<file path="config.mk">
export PLATFORM = sky130hd
export DESIGN_NAME = printable_string_run_scanner
export DESIGN_NICKNAME = d
export VERILOG_FILES = /design/src/hw/rtl/psrs_pkg.sv /design/src/hw/rtl/psrs_scan.sv /design/src/hw/rtl/printable_string_run_scanner.sv
export SDC_FILE = /design/constraint.sdc
export NUM_CORES = 1
export LEC_CHECK = 0
export BUFFER_PORTS_ARGS = -buffer_cell sky130_fd_sc_hd__buf_2
export CAP_MARGIN = 20
export CORE_AREA = 2 2 192 194
export CTS_CLUSTER_SIZE = 14
export DETAILED_ROUTE_END_ITERATION = 8
export DIE_AREA = 0 0 194 196
export GPL_TIMING_DRIVEN = 0
export PLACE_DENSITY = 0.69
export SYNTH_ARGS = -nofsm -noshare
export SYNTH_HDL_FRONTEND = slang
export SYNTH_SLANG_ARGS = --single-unit
</file>
<file path="constraint.sdc">
create_clock -name clk -period 9.55 [get_ports clk]
set_input_delay 1.91 -clock clk [delete_from_list [all_inputs] [get_ports clk]]
set_output_delay 1.91 -clock clk [all_outputs]
set_load 0.01 [all_outputs]
</file>
<file path="src/hw/rtl/psrs_pkg.sv">
`timescale 1ns / 1ps

package psrs_pkg;

  // byte offset counter width within a section
  localparam int OFFSET_BITS = 32;
  localparam int UNIT_BITS = OFFSET_BITS - 1;
  localparam int COUNT_BITS = 16;
  localparam int LEN_BITS = 17;
  localparam int ADDR_BITS = 64;
  localparam int CFG_INDEX_BITS = 8;
  localparam int CFG_DATA_BITS = 64;

  // printable character bounds and accepted control characters
  localparam logic [15:0] CHAR_LOW = 16'h0020;
  localparam logic [15:0] CHAR_HIGH = 16'h007E;
  localparam logic [15:0] CHAR_TAB = 16'h0009;
  localparam logic [15:0] CHAR_LF = 16'h000A;
  localparam logic [15:0] CHAR_CR = 16'h000D;

  // reset values of the configuration registers
  localparam logic [ADDR_BITS-1:0] RESET_SECTION_BASE = '0;
  localparam logic [COUNT_BITS-1:0] RESET_MIN_RUN = 16'd4;
  localparam logic [COUNT_BITS-1:0] RESET_MAX_RUN = 16'd1024;

  // configuration register indexes
  typedef enum logic [CFG_INDEX_BITS-1:0] {
    REG_SECTION_BASE = 8'd0,
    REG_MIN_RUN_LENGTH = 8'd1,
    REG_MAX_RUN_LENGTH = 8'd2
  } cfg_reg_t;

  typedef struct packed {
    logic [7:0] data_byte;
    logic       last_in_section;
  } in_item_t;

  typedef struct packed {
    logic [ADDR_BITS-1:0] string_address;
    logic [LEN_BITS-1:0]  byte_length;
    logic                 is_wide;
  } out_item_t;

  typedef struct packed {
    logic [ADDR_BITS-1:0]  section_base;
    logic [COUNT_BITS-1:0] min_run_length;
    logic [COUNT_BITS-1:0] max_run_length;
  } cfg_t;

  // what a scanner reports for the element it was just given
  typedef struct packed {
    logic                   hit;
    logic [OFFSET_BITS-1:0] start;
    logic [COUNT_BITS-1:0]  count;
  } scan_status_t;

  function automatic logic printable(input logic [15:0] v);
    return (v >= CHAR_LOW && v <= CHAR_HIGH) || v == CHAR_TAB || v == CHAR_LF ||
           v == CHAR_CR;
  endfunction

endpackage

</file>
<file path="src/hw/rtl/psrs_scan.sv">
`timescale 1ns / 1ps

module psrs_scan (
  input  logic                             clk,
  input  logic                             rst,
  input  logic                             step,
  input  logic                             clear,
  input  logic [15:0]                      elem,
  input  logic [psrs_pkg::OFFSET_BITS-1:0] where,
  input  psrs_pkg::cfg_t                   cfg,
  output psrs_pkg::scan_status_t           status
);

  logic                             in_run;
  logic                             in_run_next;
  logic [psrs_pkg::OFFSET_BITS-1:0] start;
  logic [psrs_pkg::OFFSET_BITS-1:0] start_next;
  logic [psrs_pkg::COUNT_BITS-1:0]  count;
  logic [psrs_pkg::COUNT_BITS-1:0]  count_next;
  logic                             hit;
  logic                             is_print;

  assign is_print = psrs_pkg::printable(elem);

  // run tracking for one element
  always_comb begin
    in_run_next = in_run;
    start_next = start;
    count_next = count;
    hit = 1'b0;
    if (step) begin
      if (in_run) begin
        if (count < cfg.max_run_length && is_print) begin
          count_next = count + 16'd1;
        end else begin
          hit = (elem == 16'h0000) && (count >= cfg.min_run_length);
          in_run_next = 1'b0;
        end
      end else if (is_print && cfg.max_run_length != '0) begin
        in_run_next = 1'b1;
        start_next = where;
        count_next = 16'd1;
      end
    end
    // section end drops whatever is open
    if (clear) begin
      in_run_next = 1'b0;
      start_next = '0;
      count_next = '0;
    end
  end

  always_ff @(posedge clk) begin
    if (rst) begin
      in_run <= 1'b0;
      start <= '0;
      count <= '0;
    end else begin
      in_run <= in_run_next;
      start <= start_next;
      count <= count_next;
    end
  end

  // report the run as it stood before this element
  assign status.hit = hit;
  assign status.start = start;
  assign status.count = count;

  a_run_has_chars: assert property (@(posedge clk) disable iff (rst)
    in_run |-> count != '0)
    else $error("open run with zero characters");

  a_clear_closes: assert property (@(posedge clk) disable iff (rst)
    clear |=> !in_run)
    else $error("run still open after section end");

endmodule

</file>
<file path="src/hw/rtl/printable_string_run_scanner.sv">
`timescale 1ns / 1ps

// Scans a section one byte per item for printable ASCII runs and UTF-16LE runs at once and
// reports each run that a zero terminator ends and that holds at least min_run_length
// characters, as section_base plus start offset, byte length and a wide flag. A new byte
// can be accepted each clock while the result side does not stall; each byte makes a
// single pass through the two run counters between the input register and the result
// register, which takes a run's result as its terminating byte leaves the input register.
// Offsets count modulo 2^32 within the section; the last byte of a section returns both
// scanners and the offset to zero, dropping open runs and a trailing odd byte. Write
// configuration only while idle.

module printable_string_run_scanner (
  input  logic                                clk,
  input  logic                                rst,
  input  logic                                in_valid,
  output logic                                in_ready,
  input  psrs_pkg::in_item_t                  in_item,
  output logic                                out_valid,
  input  logic                                out_ready,
  output psrs_pkg::out_item_t                 out_item,
  input  logic                                cfg_valid,
  output logic                                cfg_ready,
  input  logic [psrs_pkg::CFG_INDEX_BITS-1:0] cfg_index,
  input  logic [psrs_pkg::CFG_DATA_BITS-1:0]  cfg_data
);

  psrs_pkg::cfg_t                   cfg;
  psrs_pkg::in_item_t               s1_item;
  logic                             s1_valid;
  logic                             advance;
  logic [psrs_pkg::OFFSET_BITS-1:0] pos;
  logic [7:0]                       held_low_byte;
  logic                             odd;
  logic                             last;
  logic [15:0]                      narrow_elem;
  logic [15:0]                      wide_elem;
  logic [psrs_pkg::OFFSET_BITS-1:0] wide_where;
  psrs_pkg::scan_status_t           narrow_status;
  psrs_pkg::scan_status_t           wide_status;
  psrs_pkg::out_item_t              result_next;

  // configuration registers
  assign cfg_ready = 1'b1;

  always_ff @(posedge clk) begin
    if (rst) begin
      cfg.section_base <= psrs_pkg::RESET_SECTION_BASE;
      cfg.min_run_length <= psrs_pkg::RESET_MIN_RUN;
      cfg.max_run_length <= psrs_pkg::RESET_MAX_RUN;
    end else if (cfg_valid) begin
      unique case (cfg_index)
        psrs_pkg::REG_SECTION_BASE: cfg.section_base <= cfg_data;
        psrs_pkg::REG_MIN_RUN_LENGTH: cfg.min_run_length <= cfg_data[15:0];
        psrs_pkg::REG_MAX_RUN_LENGTH: cfg.max_run_length <= cfg_data[15:0];
        default: ;
      endcase
    end
  end

  // input register, moves on whenever the result register is free
  assign advance = s1_valid && (!out_valid || out_ready);
  assign in_ready = !s1_valid || advance;

  always_ff @(posedge clk) begin
    if (rst) begin
      s1_valid <= 1'b0;
    end else if (in_ready) begin
      s1_valid <= in_valid;
    end
    if (in_valid && in_ready) begin
      s1_item <= in_item;
    end
  end

  // byte offset and the low byte of the current UTF-16 unit
  assign odd = pos[0];
  assign last = s1_item.last_in_section;

  always_ff @(posedge clk) begin
    if (rst) begin
      pos <= '0;
      held_low_byte <= '0;
    end else if (advance) begin
      if (last) begin
        pos <= '0;
        held_low_byte <= '0;
      end else begin
        pos <= pos + 1'b1;
        if (!odd) begin
          held_low_byte <= s1_item.data_byte;
        end
      end
    end
  end

  assign narrow_elem = {8'h00, s1_item.data_byte};
  assign wide_elem = {s1_item.data_byte, held_low_byte};
  assign wide_where = {1'b0, pos[psrs_pkg::OFFSET_BITS-1:1]};

  psrs_scan u_narrow (
    .clk    (clk),
    .rst    (rst),
    .step   (advance),
    .clear  (advance && last),
    .elem   (narrow_elem),
    .where  (pos),
    .cfg    (cfg),
    .status (narrow_status)
  );

  psrs_scan u_wide (
    .clk    (clk),
    .rst    (rst),
    .step   (advance && odd),
    .clear  (advance && last),
    .elem   (wide_elem),
    .where  (wide_where),
    .cfg    (cfg),
    .status (wide_status)
  );

  // result selection, narrow first
  always_comb begin
    if (narrow_status.hit) begin
      result_next.string_address = cfg.section_base +
          {{(psrs_pkg::ADDR_BITS-psrs_pkg::OFFSET_BITS){1'b0}}, narrow_status.start};
      result_next.byte_length = {1'b0, narrow_status.count};
      result_next.is_wide = 1'b0;
    end else begin
      result_next.string_address = cfg.section_base +
          {{(psrs_pkg::ADDR_BITS-psrs_pkg::OFFSET_BITS){1'b0}},
           wide_status.start[psrs_pkg::UNIT_BITS-1:0], 1'b0};
      result_next.byte_length = {wide_status.count, 1'b0};
      result_next.is_wide = 1'b1;
    end
  end

  // result register
  always_ff @(posedge clk) begin
    if (rst) begin
      out_valid <= 1'b0;
    end else if (advance) begin
      out_valid <= narrow_status.hit || wide_status.hit;
    end else if (out_ready) begin
      out_valid <= 1'b0;
    end
    if (advance) begin
      out_item <= result_next;
    end
  end

  a_single_hit: assert property (@(posedge clk) disable iff (rst)
    !(narrow_status.hit && wide_status.hit))
    else $error("narrow and wide runs ended on the same byte");

  a_section_restart: assert property (@(posedge clk) disable iff (rst)
    advance && last |=> pos == '0)
    else $error("offset not cleared after section end");

  a_length_shape: assert property (@(posedge clk) disable iff (rst)
    out_valid |-> out_item.byte_length != '0 &&
                  (!out_item.is_wide || !out_item.byte_length[0]))
    else $error("reported run length malformed");

endmodule

</file>
Yosys cells after proc, flatten, opt, wreduce, memory -nomap -nowiden
Cells that the tools add are included.
- $mul: 0
- equal/unequal tests: 11
- magnitude comparators: 8
- mux-type cells: 24
- reductions and logical operators: 39
- $add $sub $neg: 5
- shift-type cells: 0
- divide/modulo/power cells: 0
- bitwise gates (word level): 2
- operator list (cell ; count):
    adder 64 x 32 -> 64 bit ; 2
    two-way mux 16 bit ; 6
    two-way mux 82 bit ; 1
    equality test 16 x 4 -> 1 bit, second input constant ; 3
    adder 16 x 1 -> 16 bit, second input constant ; 2
    adder 32 x 1 -> 32 bit, second input constant ; 1
    >= comparator 16 bit ; 2
    logical NOT 16 bit ; 2
    less-than comparator 16 bit ; 2
    two-way mux 32 bit ; 1
    equality test 8 x 4 -> 1 bit, second input constant ; 3
    >= comparator 16 x 6 -> 1 bit, second input constant ; 1
    less-or-equal comparator 16 x 7 -> 1 bit, second input constant ; 1
    two-way mux 8 bit ; 2
    nonzero test 16 bit ; 1
    two-way mux 1 bit ; 14
    logical AND 1 bit ; 12
    AND reduction 3 bit ; 4
    logical OR 1 bit ; 9
    equality test 8 x 1 -> 1 bit, second input constant ; 1
    equality test 8 x 2 -> 1 bit, second input constant ; 1
    >= comparator 8 x 6 -> 1 bit, second input constant ; 1
    less-or-equal comparator 8 x 7 -> 1 bit, second input constant ; 1
    logical NOT 8 bit ; 1
    6 further kinds ; 15
- bits in registers: 326
- latch bits: 0
- output and inout bits: 85
- RAM bits: 0
- memory bits (read-only): 0
- word-level logic and storage cells: 109
- input bits: 86
- memories kept: 0

Logic depth before layout (Yosys ltp)
Gate-level depths: netlist of the first run.
- word-level depth: 11
- mapped depth: 14
- depth with buffers taken out: 13

Modules after synthesis
From an unflattened synthesis of the first run, not the netlist that was laid out.
- cells, all modules: 2127
- area total of the unflattened synthesis: 18376.4 µm²
- modules (own cells, without submodules) (module ; area each (µm²) ; cells an instance ; sequential area each (µm²) ; times used):
    printable_string_run_scanner ; 12353.1 ; 1349 ; 5495.3 ; 1
    psrs_scan ; 3011.6 ; 389 ; 980.9 ; 2

Least setup slack after synthesis of the first run
OpenSTA, ideal clock, no wires.
- path type: in2reg
- from: input out_ready
- to: register pos[28] (netlist bit)
- data required time: 9422 ps
- buffers on the path: 1
- stages on the path: 11
- library setup time: 128 ps
- setup slack: 3216 ps
- arrival time: 6206 ps
- cell sequence: nand2b_1 > nand2_1 > inv_1 > clkbuf_1 > nand4_1 > nor2_1 > nand4_1 > nor2_1 > and3_1 > xnor2_1 > nor2_1
- cells in the longest elaborated chain, start to end: 2
- ends and longest elaborated chain (element ; line ; RTL):
    from (decl) ; printable_string_run_scanner.sv:20 ; input logic out_ready,
    logical OR 1 bit ; printable_string_run_scanner.sv:62 ; assign advance = s1_valid && (!out_valid || out_ready);
    logical AND 1 bit ; printable_string_run_scanner.sv:62 ;
    named net advance ; printable_string_run_scanner.sv:31 ; logic advance;
    to (signal assigned) ; printable_string_run_scanner.sv:89 ; pos <= pos + 1'b1;
    to (decl) ; printable_string_run_scanner.sv:32 ; logic [psrs_pkg::OFFSET_BITS-1:0] pos;
The timed path passes the listed nets, and every way through them passes these cells.
A chain may end at the register's enable or synchronous reset.

==> results of run 1 <==
## worst min path at each step
stage / slack (ns) / start / end
after floorplan: 0.44 / cfg[18] / cfg[18]
after global placement: 0.45 / u_wide.start[13] / u_wide.start[13]
after detailed placement: 0.45 / u_wide.start[5] / u_wide.start[5]
after CTS: 0.46 / u_wide.start[5] / u_wide.start[5]
after global routing: 0.48 / u_wide.start[23] / u_wide.start[23]
final: 0.45 / u_wide.start[15] / u_wide.start[15]
## registers in the layout, indices dropped and copies added, names as in the netlist, 8 cells and up
name and cells:
cfg 96, out_item 82, pos 32, u_narrow.start 32, u_wide.start 31, u_narrow.count 16
u_wide.count 16, held_low_byte 8, narrow_elem 8
## worst max-delay path, stage by stage
cell and delay (ns):
buf_2 0.10, nand2b_1 0.13, nand2_1 0.22, inv_1 0.19
nand4_1 0.21, nor2_1 0.15, a21o_1 0.24, clkbuf_1 0.41
inv_1 0.26, clkbuf_1 0.47, clkbuf_1 0.67, buf_1 0.71
a21oi_1 0.28
## power breakdown
| group | internal, mW | switching (mW) |
|---|---|---|
| registers | 1.43 | 0.00887 |
| clock network | 0.838 | 0.571 |
| logic | 0.0324 | 0.0676 |
## cell type report
| class | count | area [sq um] |
|---|---|---|
| Clock inverter | 9 | 91.3 |
| Inverter | 62 | 233 |
| Tap cell | 468 | 586 |
| Sequential cell | 326 | 7440 |
| Buffer | 100 | 393 |
| Fill cell | 3322 | 15600 |
| Multi-Input combinational cell | 1562 | 9750 |
| Antenna cell | 1 | 2.50 |
| Clock buffer | 55 | 1120 |
| Timing Repair Buffer | 171 | 885 |
## per-layer routing
layer	share of wire [%]	GRT usage, %	vias to the layer above	wire length [um]
met5	0	0	-	0
li1	-	-	7625	-
met3	6.5	3.47	127	3420
met4	3.9	10.9	0	2060
met1	44	35.8	7343	23000
met2	46	45.2	563	24000
## Yosys cell counts, types with 29 or more instances
library cell / n
ha_1: 128
nand4_1: 51
dfxtp_1: 235
xor2_1: 86
mux2i_1: 62
nand2_1: 321
edfxtp_1: 91
o21ai_0: 84
nand3_1: 53
nor3_1: 29
xnor2_1: 50
clkbuf_1: 92
inv_1: 62
a21oi_1: 212
a21o_1: 50
nor2_1: 209
## cells by family after synthesis
| group | Yosys count | synth area share (%) |
|---|---|---|
| adder cells (fa/ha/maj) | 130 | 9.22 |
| other | 1 | 0.0211 |
| flip-flops | 326 | 41.8 |
| AO/OA/AOI/OAI | 437 | 14.5 |
| AND/OR/NAND/NOR | 785 | 20.1 |
| multiplexers | 72 | 4.12 |
| XOR/XNOR | 137 | 6.78 |
| buffers and inverters | 162 | 3.49 |
==> impl_metrics.toml, run 1 <==
[synthesis]
synth_ff_type = "dfxtp_1"
yosys-top-cells-area = "dfxtp_1 26%, edfxtp_1 15%, ha_1 9.0%"
ys_async_sr_fraction_pct = 0
synth_top_area_cell = "dfxtp_1"
ys_warn_count = 0
synth.avg_cell_area_sq_um = 8.69
synthCells = 2050
synth_area_sq_um = 17800
synth_seq_area_share_pct = 41.8
synth_edf_count = 91
synth_top_area_share_pct = 26.4
syn_nets = 2266
synth-seq-cells = 326
synth_cell_types = 72

[power_and_ir_drop]
peakVddDrop_v = 0.000117
pwr_density_cell_nw_per_um2 = 144
leakage_nw = 8.50
total_power_mw = 2.95

[critical_path]
end_kind = "flop"
r2r_end = "out_item[29]"
critPathMaxFanout = 10
required_ns = 9.76
r2r_slack_ns = 4.39
crit_type = "in2reg"
rr_worst_depth = 13
crit_start = "out_ready"
start_kind = "input pin"
arrival_ns = 5.98
rr_startpoint = "cfg[22]"
crit_end = "out_item[29]"

[final_layout]
final_nets = 2474
fin_cells = 2754
fin_util_pct = 56.8
final_common_cell = "nand2_1"
most-common-layout-cells = "321 x nand2_1, 235 x dfxtp_1, 212 x a21oi_1"
drive_above_1_share_pct = 11.6
area_growth_pct = 15.1
final_cell_area_sq_um = 20500

[floorplanning]
dieHeight_um = 196
die-area_sq_um = 38000
dieWidth_um = 194
rows = 70
start_util_pct = 49.3
core_sq_um = 36100
io_pins = 171

[routing]
vias = 15658
ant_nets = 0
firstDrtPassIters = 7
routedWlPerCell_um = 19.1
drtIter0Drc = 1358
wl_mm = 52.5
via_per_inst = 5.69
post-route-drc-count = 0

[sta]
skew_ns = 0.0163
min_period_over_period_pct = 60.4
tightest_slew_ns = 1.05
finalHoldWorstSlack_ns = 0.454
drv_slew = 0
tns_ns = 0
layout_setup_ws_ns = 3.78
final_hold_viol_count = 0
relSlewSlack_pct = 29.9
rsz0062_at_grt = "no"
fmax_ghz = 0.173
finalCriticalPeriod_ns = 5.77
final-setup-viol-count = 0

[place]
place_inst = 2689
dp_slack_ns = 3.41
routabilityCongestion = 0.953
hpwl_mm = 40.5
placed_area_sq_um = 19300
portBuffers = 169

[global_routing]
grt_antenna_before_repair = 1
overflow = 0
grt_util_all_layers_pct = 27.1
grt_pass1_vias = 15334
grt_pass1_wl_mm = 81.9
grt_max_degree = 54

[clock_network]
hold_buffers = 0
clock-sinks = 326
cts-buffers-inserted = 35
cts_buffer_depth = 3
cts_tree = "done"
cts_max_level = 2
clk_pin_slew_ns = 0.06
cts_resized = 0
clock_latency_ns = 0.54
postCtsSetupBuffers = 0
cts_root_buf = "clkbuf_16"

[hold_path]
hold_depth = 2
min_path_type = "reg2reg"

[flow_run]
drv_cap = 0

[status]
status = "finished clean"
Power figures use the tool's default switching activity.
==> run 2, diff against run 1 <==
Settings changed: PLACE_DENSITY 0.69 to 0.71.
Clock period 9.55 ns to 4.7 ns, I/O delays scaled along.
==> run 2 against run 1 <==
Via count grew 0.81%. Critical path depth decreased by 3. Sequential power increased by 100%. Cell count grew 0.11%. Clock power grew 98%. Hold slack improved by 0.0049 ns. Worst setup slack lost 3.5 ns. Register-to-register slack got worse by 4.1 ns. Clock skew rose by 0.0014 ns. Global-route usage increased by 0.16 points. Core utilization decreased by 0.10 points. Highest routed layer unchanged.
==> impl_metrics.toml, run 2 (synthesized netlist as in run 1, its figures left out) <==
[status]
status = "finished clean"

[routing]
wl_met2_mm = 24.0
routedWlPerCell_um = 19.1
wl_met3_mm = 3.68
via_per_inst = 5.73
firstDrtPassIters = 5
post-route-drc-count = 0
drt-met1-wl_mm = 22.8
vias = 15785
ant_nets = 0
wl_mm = 52.7
top_layer = "met4"
drtIter0Drc = 1304

[clock_network]
cts_tree = "done"
cts-buffers-inserted = 37
cts_buffer_depth = 3
cts_max_level = 2
postCtsSetupBuffers = 0
clock_latency_ns = 0.54
clock-sinks = 326
cts_root_buf = "clkbuf_16"
clk_pin_slew_ns = 0.06

[final_layout]
fillers = 3288
area_growth_pct = 14.9
final_cell_area_sq_um = 20500
final_common_cell = "nand2_1"
largest_reg_flops = 96
most-common-layout-cells = "321 x nand2_1, 235 x dfxtp_1, 212 x a21oi_1"
top_register = "cfg"
seq_area_sq_um = 7440
top_regs = "cfg x96, out_item x82"
final_nets = 2476
drive_above_1_share_pct = 11.6
multi_input_area_sq_um = 9750
num_antenna_cells = 0
fin_util_pct = 56.7

[hold_path]
hold_depth = 2
min_path_type = "reg2reg"
hold_start = "u_wide.start[22]"
min_to = "u_wide.start[22]"

[place]
routabilityCongestion = 0.964
placed_area_sq_um = 19300
dp_slack_ns = -0.469
hpwl_mm = 40.6
portBuffers = 169

[sta]
layout_setup_ws_ns = 0.268
relSlewSlack_pct = 31.0
final_hold_viol_count = 0
rsz0062_at_grt = "no"
min_period_over_period_pct = 94.3
tightest_slew_ns = 1.02
final-setup-viol-count = 0
drv_slew = 0
finalCriticalPeriod_ns = 4.43
fmax_ghz = 0.226
skew_ns = 0.0177

[critical_path]
r2r_end = "out_item[20]"
critPathMaxFanout = 10
rr_startpoint = "narrow_elem[6]"
arrival_ns = 4.74
crit_type = "reg2reg"
start_kind = "flop"
end_kind = "flop"
required_ns = 5.01
rr_worst_depth = 10
r2r_slack_ns = 0.27

[global_routing]
grt_antenna_before_repair = 0
grt_pass1_wl_mm = 82.3
overflow = 0
grt_max_degree = 56
grt_util_all_layers_pct = 27.3
grt_pass1_vias = 15156

[floorplanning]
io_pins = 171
dieHeight_um = 196
start_util_pct = 49.3
core_sq_um = 36100
rows = 70
die-area_sq_um = 38000
dieWidth_um = 194

[power_and_ir_drop]
pwr_density_cell_nw_per_um2 = 289
peakVddDrop_v = 0.000340
leakage_nw = 8.49
total_power_mw = 5.92

[flow_run]
drv_cap = 0
## run 2: timing repair
item,in CTS,in global routing
endpoints found under the setup margin,9,6
resized for setup,1,1
gates cloned,0,0
hold buffers,0,0
## run 2: layout make-up
class                   count  area share [%]
flip-flops and latches    326            36.4
repair buffers            171            4.32
plain buffers             100            1.93
inverters                  62            1.14
multi-input cells        1562            47.7
clock inverters            12           0.343
clock buffers              56            5.38
well taps                 468            2.86
## run 2: where the power goes
part	switching (mW)	total (mW)	internal [mW]
registers	0.0176	2.93	2.91
logic	0.135	0.201	0.0659
clock network	1.17	2.79	1.62
total	1.32	5.92	4.60
## run 2: metrics by stage
| stage | setup TNS, ns | instances | hold WS [ns] |
|---|---|---|---|
| after floorplan | 0 | 2050 | 0.435 |
| after global placement | -16.62 | 2687 | 0.446 |
| after detailed placement | -3.53 | 2689 | 0.449 |
| after CTS | 0 | 2757 | 0.459 |
| after global routing | 0 | 2757 | 0.476 |
| final | 0 | 2757 | 0.459 |
## run 2: worst max-delay path by stage
| stage | from | endpoint | slack [ns] | cells past startpoint |
|---|---|---|---|---|
| 3_5_place_dp | out_ready | out_item[20] | -0.47 | 13 |
| 5_1_grt | narrow_elem[6] | out_item[20] | 0.005 | 10 |
| 2_1_floorplan | out_ready | pos[28] | 0.82 | 11 |
| 4_1_cts | cfg[22] | out_item[20] | 0.03 | 13 |
| 3_3_place_gp | out_ready | pos[30] | -0.65 | 12 |
| 6_report | narrow_elem[6] | out_item[20] | 0.27 | 10 |
## run 2: worst max-delay path, stage by stage, from the launching register on
cell and delay (ns):
edfxtp_1 0.43, nor4_1 0.56, nand4_1 0.26, nor2_1 0.37
a21o_1 0.23, clkbuf_1 0.68, inv_1 0.22, clkbuf_1 0.34
clkbuf_2 0.37, clkbuf_2 0.35, a21oi_1 0.40
## run 2: layer usage
layer,global-route usage (%),up-vias
li1,-,7628
met5,0,-
met3,3.28,126
met1,36.6,7442
met4,12.0,0
met2,44.4,589
==> run 3, diff against run 2 <==
--- a/config.mk
+++ b/config.mk
@@ -6,5 +6,5 @@
 export NUM_CORES = 1
 export LEC_CHECK = 0
-export BUFFER_PORTS_ARGS = -buffer_cell sky130_fd_sc_hd__buf_2
+export BUFFER_PORTS_ARGS = -buffer_cell sky130_fd_sc_hd__buf_4
 export CAP_MARGIN = 20
 export CORE_AREA = 2 2 192 194
@@ -13,4 +13,5 @@
 export DIE_AREA = 0 0 194 196
 export GPL_TIMING_DRIVEN = 0
+export HOLD_SLACK_MARGIN = 0.1
 export PLACE_DENSITY = 0.71
 export SYNTH_ARGS = -nofsm -noshare
==> constraint.sdc (replaced) <==
create_clock -name clk -period 4.7 [get_ports clk]
set_input_delay 0.94 -clock clk [delete_from_list [all_inputs] [get_ports clk]]
set_output_delay 0.94 -clock clk [all_outputs]
set_load 0.1 [all_outputs]
==> run 3 against run 2 <==
Cell count down 0.15%. Sequential cell count unchanged. Worst setup slack worse by 0.023 ns. First-iteration DRC count up 11%. Sequential power about the same. Combinational power up 69%. Maximum frequency down 0.51%. Critical path type unchanged. Total power up 2.9%. Die area unchanged. Global-route usage about the same. Clock skew up 0.0094 ns.
==> impl_metrics.toml, run 3 (synthesized netlist as in run 1, its figures left out) <==
[place]
dp_slack_ns = -0.406
hpwl_mm = 40.1
portBuffers = 169
routabilityCongestion = 0.961

[sta]
relSlewSlack_pct = 31.8
drv_slew = 0
rsz0062_at_grt = "no"
fmax_ghz = 0.224
skew_ns = 0.0271
layout_setup_ws_ns = 0.245
finalCriticalPeriod_ns = 4.45
tightest_slew_ns = 1.02
final_hold_viol_count = 0
final-setup-viol-count = 0
tns_ns = 0
min_period_over_period_pct = 94.8

[critical_path]
start_kind = "flop"
end_kind = "flop"
required_ns = 5.00
crit_start = "narrow_elem[6]"
rr_startpoint = "narrow_elem[6]"
crit_type = "reg2reg"
rr_worst_depth = 10
crit_end = "out_item[20]"
arrival_ns = 4.75
critPathMaxFanout = 10
r2r_slack_ns = 0.25
r2r_end = "out_item[20]"

[routing]
vias = 15724
drtIter0Drc = 1444
ant_nets = 0
via_per_inst = 5.71
routedWlPerCell_um = 19.0
firstDrtPassIters = 6
post-route-drc-count = 0
wl_mm = 52.3

[floorplanning]
io_pins = 171
rows = 70
die-area_sq_um = 38000
core_sq_um = 36100
dieHeight_um = 196
dieWidth_um = 194
start_util_pct = 49.3

[hold_path]
min_path_type = "reg2reg"
hold_depth = 2

[final_layout]
area_growth_pct = 17.3
num_antenna_cells = 0
largest_reg_flops = 96
final_common_cell = "nand2_1"
most-common-layout-cells = "321 x nand2_1, 235 x dfxtp_1, 212 x a21oi_1"
fin_util_pct = 57.9
final_nets = 2475
fillers = 3270
top_register = "cfg"
top_regs = "cfg x96, out_item x82"
drive_above_1_share_pct = 11.6

[clock_network]
clock-sinks = 326
hold_buffers = 0
cts_tree = "done"
cts-buffers-inserted = 36
clock_latency_ns = 0.54
clk_pin_slew_ns = 0.06
cts_max_level = 2
cts_root_buf = "clkbuf_16"
cts_buffer_depth = 3

[global_routing]
use_met1_pct = 35.7
grtUsageMet2_pct = 45.0
grt_pass1_wl_mm = 82.5
overflow = 0
grt_max_degree = 61
grt_antenna_before_repair = 0
grt_pass1_vias = 15251
grt_util_all_layers_pct = 27.3
grtUsageMet3_pct = 3.85
grt.busiest_layer = "met2"

[power_and_ir_drop]
p_seq_share_pct = 48.1
pwr_density_cell_nw_per_um2 = 292
netSwitchingPower_mw = 1.41
p_int_mw = 4.68
peakVddDrop_v = 0.000287
p_sw_share_pct = 23.1
p_comb_share_pct = 5.6
clkPwrFrac_pct = 46.3
leakage_nw = 8.61

[flow_run]
drv_cap = 0

[status]
status = "finished clean"
==> run 3: worst min-delay path by stage <==
stage                                start          endpoint  slack (ns)
final                     u_wide.start[13]  u_wide.start[13]        0.46
after global routing      u_wide.start[25]  u_wide.start[25]        0.47
after CTS                 u_wide.start[13]  u_wide.start[13]        0.46
after detailed placement           cfg[18]           cfg[18]        0.45
after global placement    u_wide.start[13]  u_wide.start[13]        0.45
after floorplan                    cfg[18]           cfg[18]        0.44
==> run 3: stage by stage <==
step | instances | area [sq um] | total power [mW] | hold slack (ns)
floorplan | 2050 | 17800 | 3.19 | 0.435
global placement | 2687 | 19700 | 3.33 | 0.446
detailed placement | 2689 | 19700 | 3.33 | 0.453
CTS | 2753 | 20900 | 6.13 | 0.460
global route | 2753 | 20900 | 6.26 | 0.473
finish | 2753 | 20900 | 6.09 | 0.456
==> run 3: area by class of cell <==
cell class / count / area (sq um) / share of cell area, %
buffer: 100 / 395 / 1.89
clock buffer: 54 / 1060 / 5.08
clock inverter: 10 / 114 / 0.545
inverter: 62 / 233 / 1.11
multi-input combinational: 1562 / 9750 / 46.7
sequential: 326 / 7440 / 35.6
tap: 468 / 586 / 2.80
timing repair buffer: 171 / 1310 / 6.26
==> run 3: worst max-delay path, cell delays in order, from the launching register on <==
cell,delay (ns)
edfxtp_1,0.44
nor4_1,0.55
nand4_1,0.26
nor2_1,0.40
a21o_1,0.23
clkbuf_1,0.69
inv_1,0.21
clkbuf_1,0.33
clkbuf_2,0.37
clkbuf_2,0.36
a21oi_1,0.39
==> run 3: what timing repair did <==
action                     CTS  global route
setup buffers                0             0
setup endpoints to repair    9             9
gates resized for setup      1             1
==> run 3: power by group through the flow <==
| stage | logic [mW] | registers, mW | clock network [mW] |
|---|---|---|---|
| final | 0.340 | 2.93 | 2.82 |
| after global placement | 0.334 | 2.99 | 0 |
| after floorplan | 0.0872 | 3.10 | 0 |
| after CTS | 0.341 | 2.93 | 2.86 |
| after detailed placement | 0.340 | 2.99 | 0 |
| after global routing | 0.355 | 2.93 | 2.97 |
==> run 3: per-layer routing <==
layer / up-vias / part of all wire [%]
met5: - / 0
met4: 0 / 4.6
met3: 134 / 6.5
met2: 590 / 46
met1: 7387 / 43
li1: 7613 / -
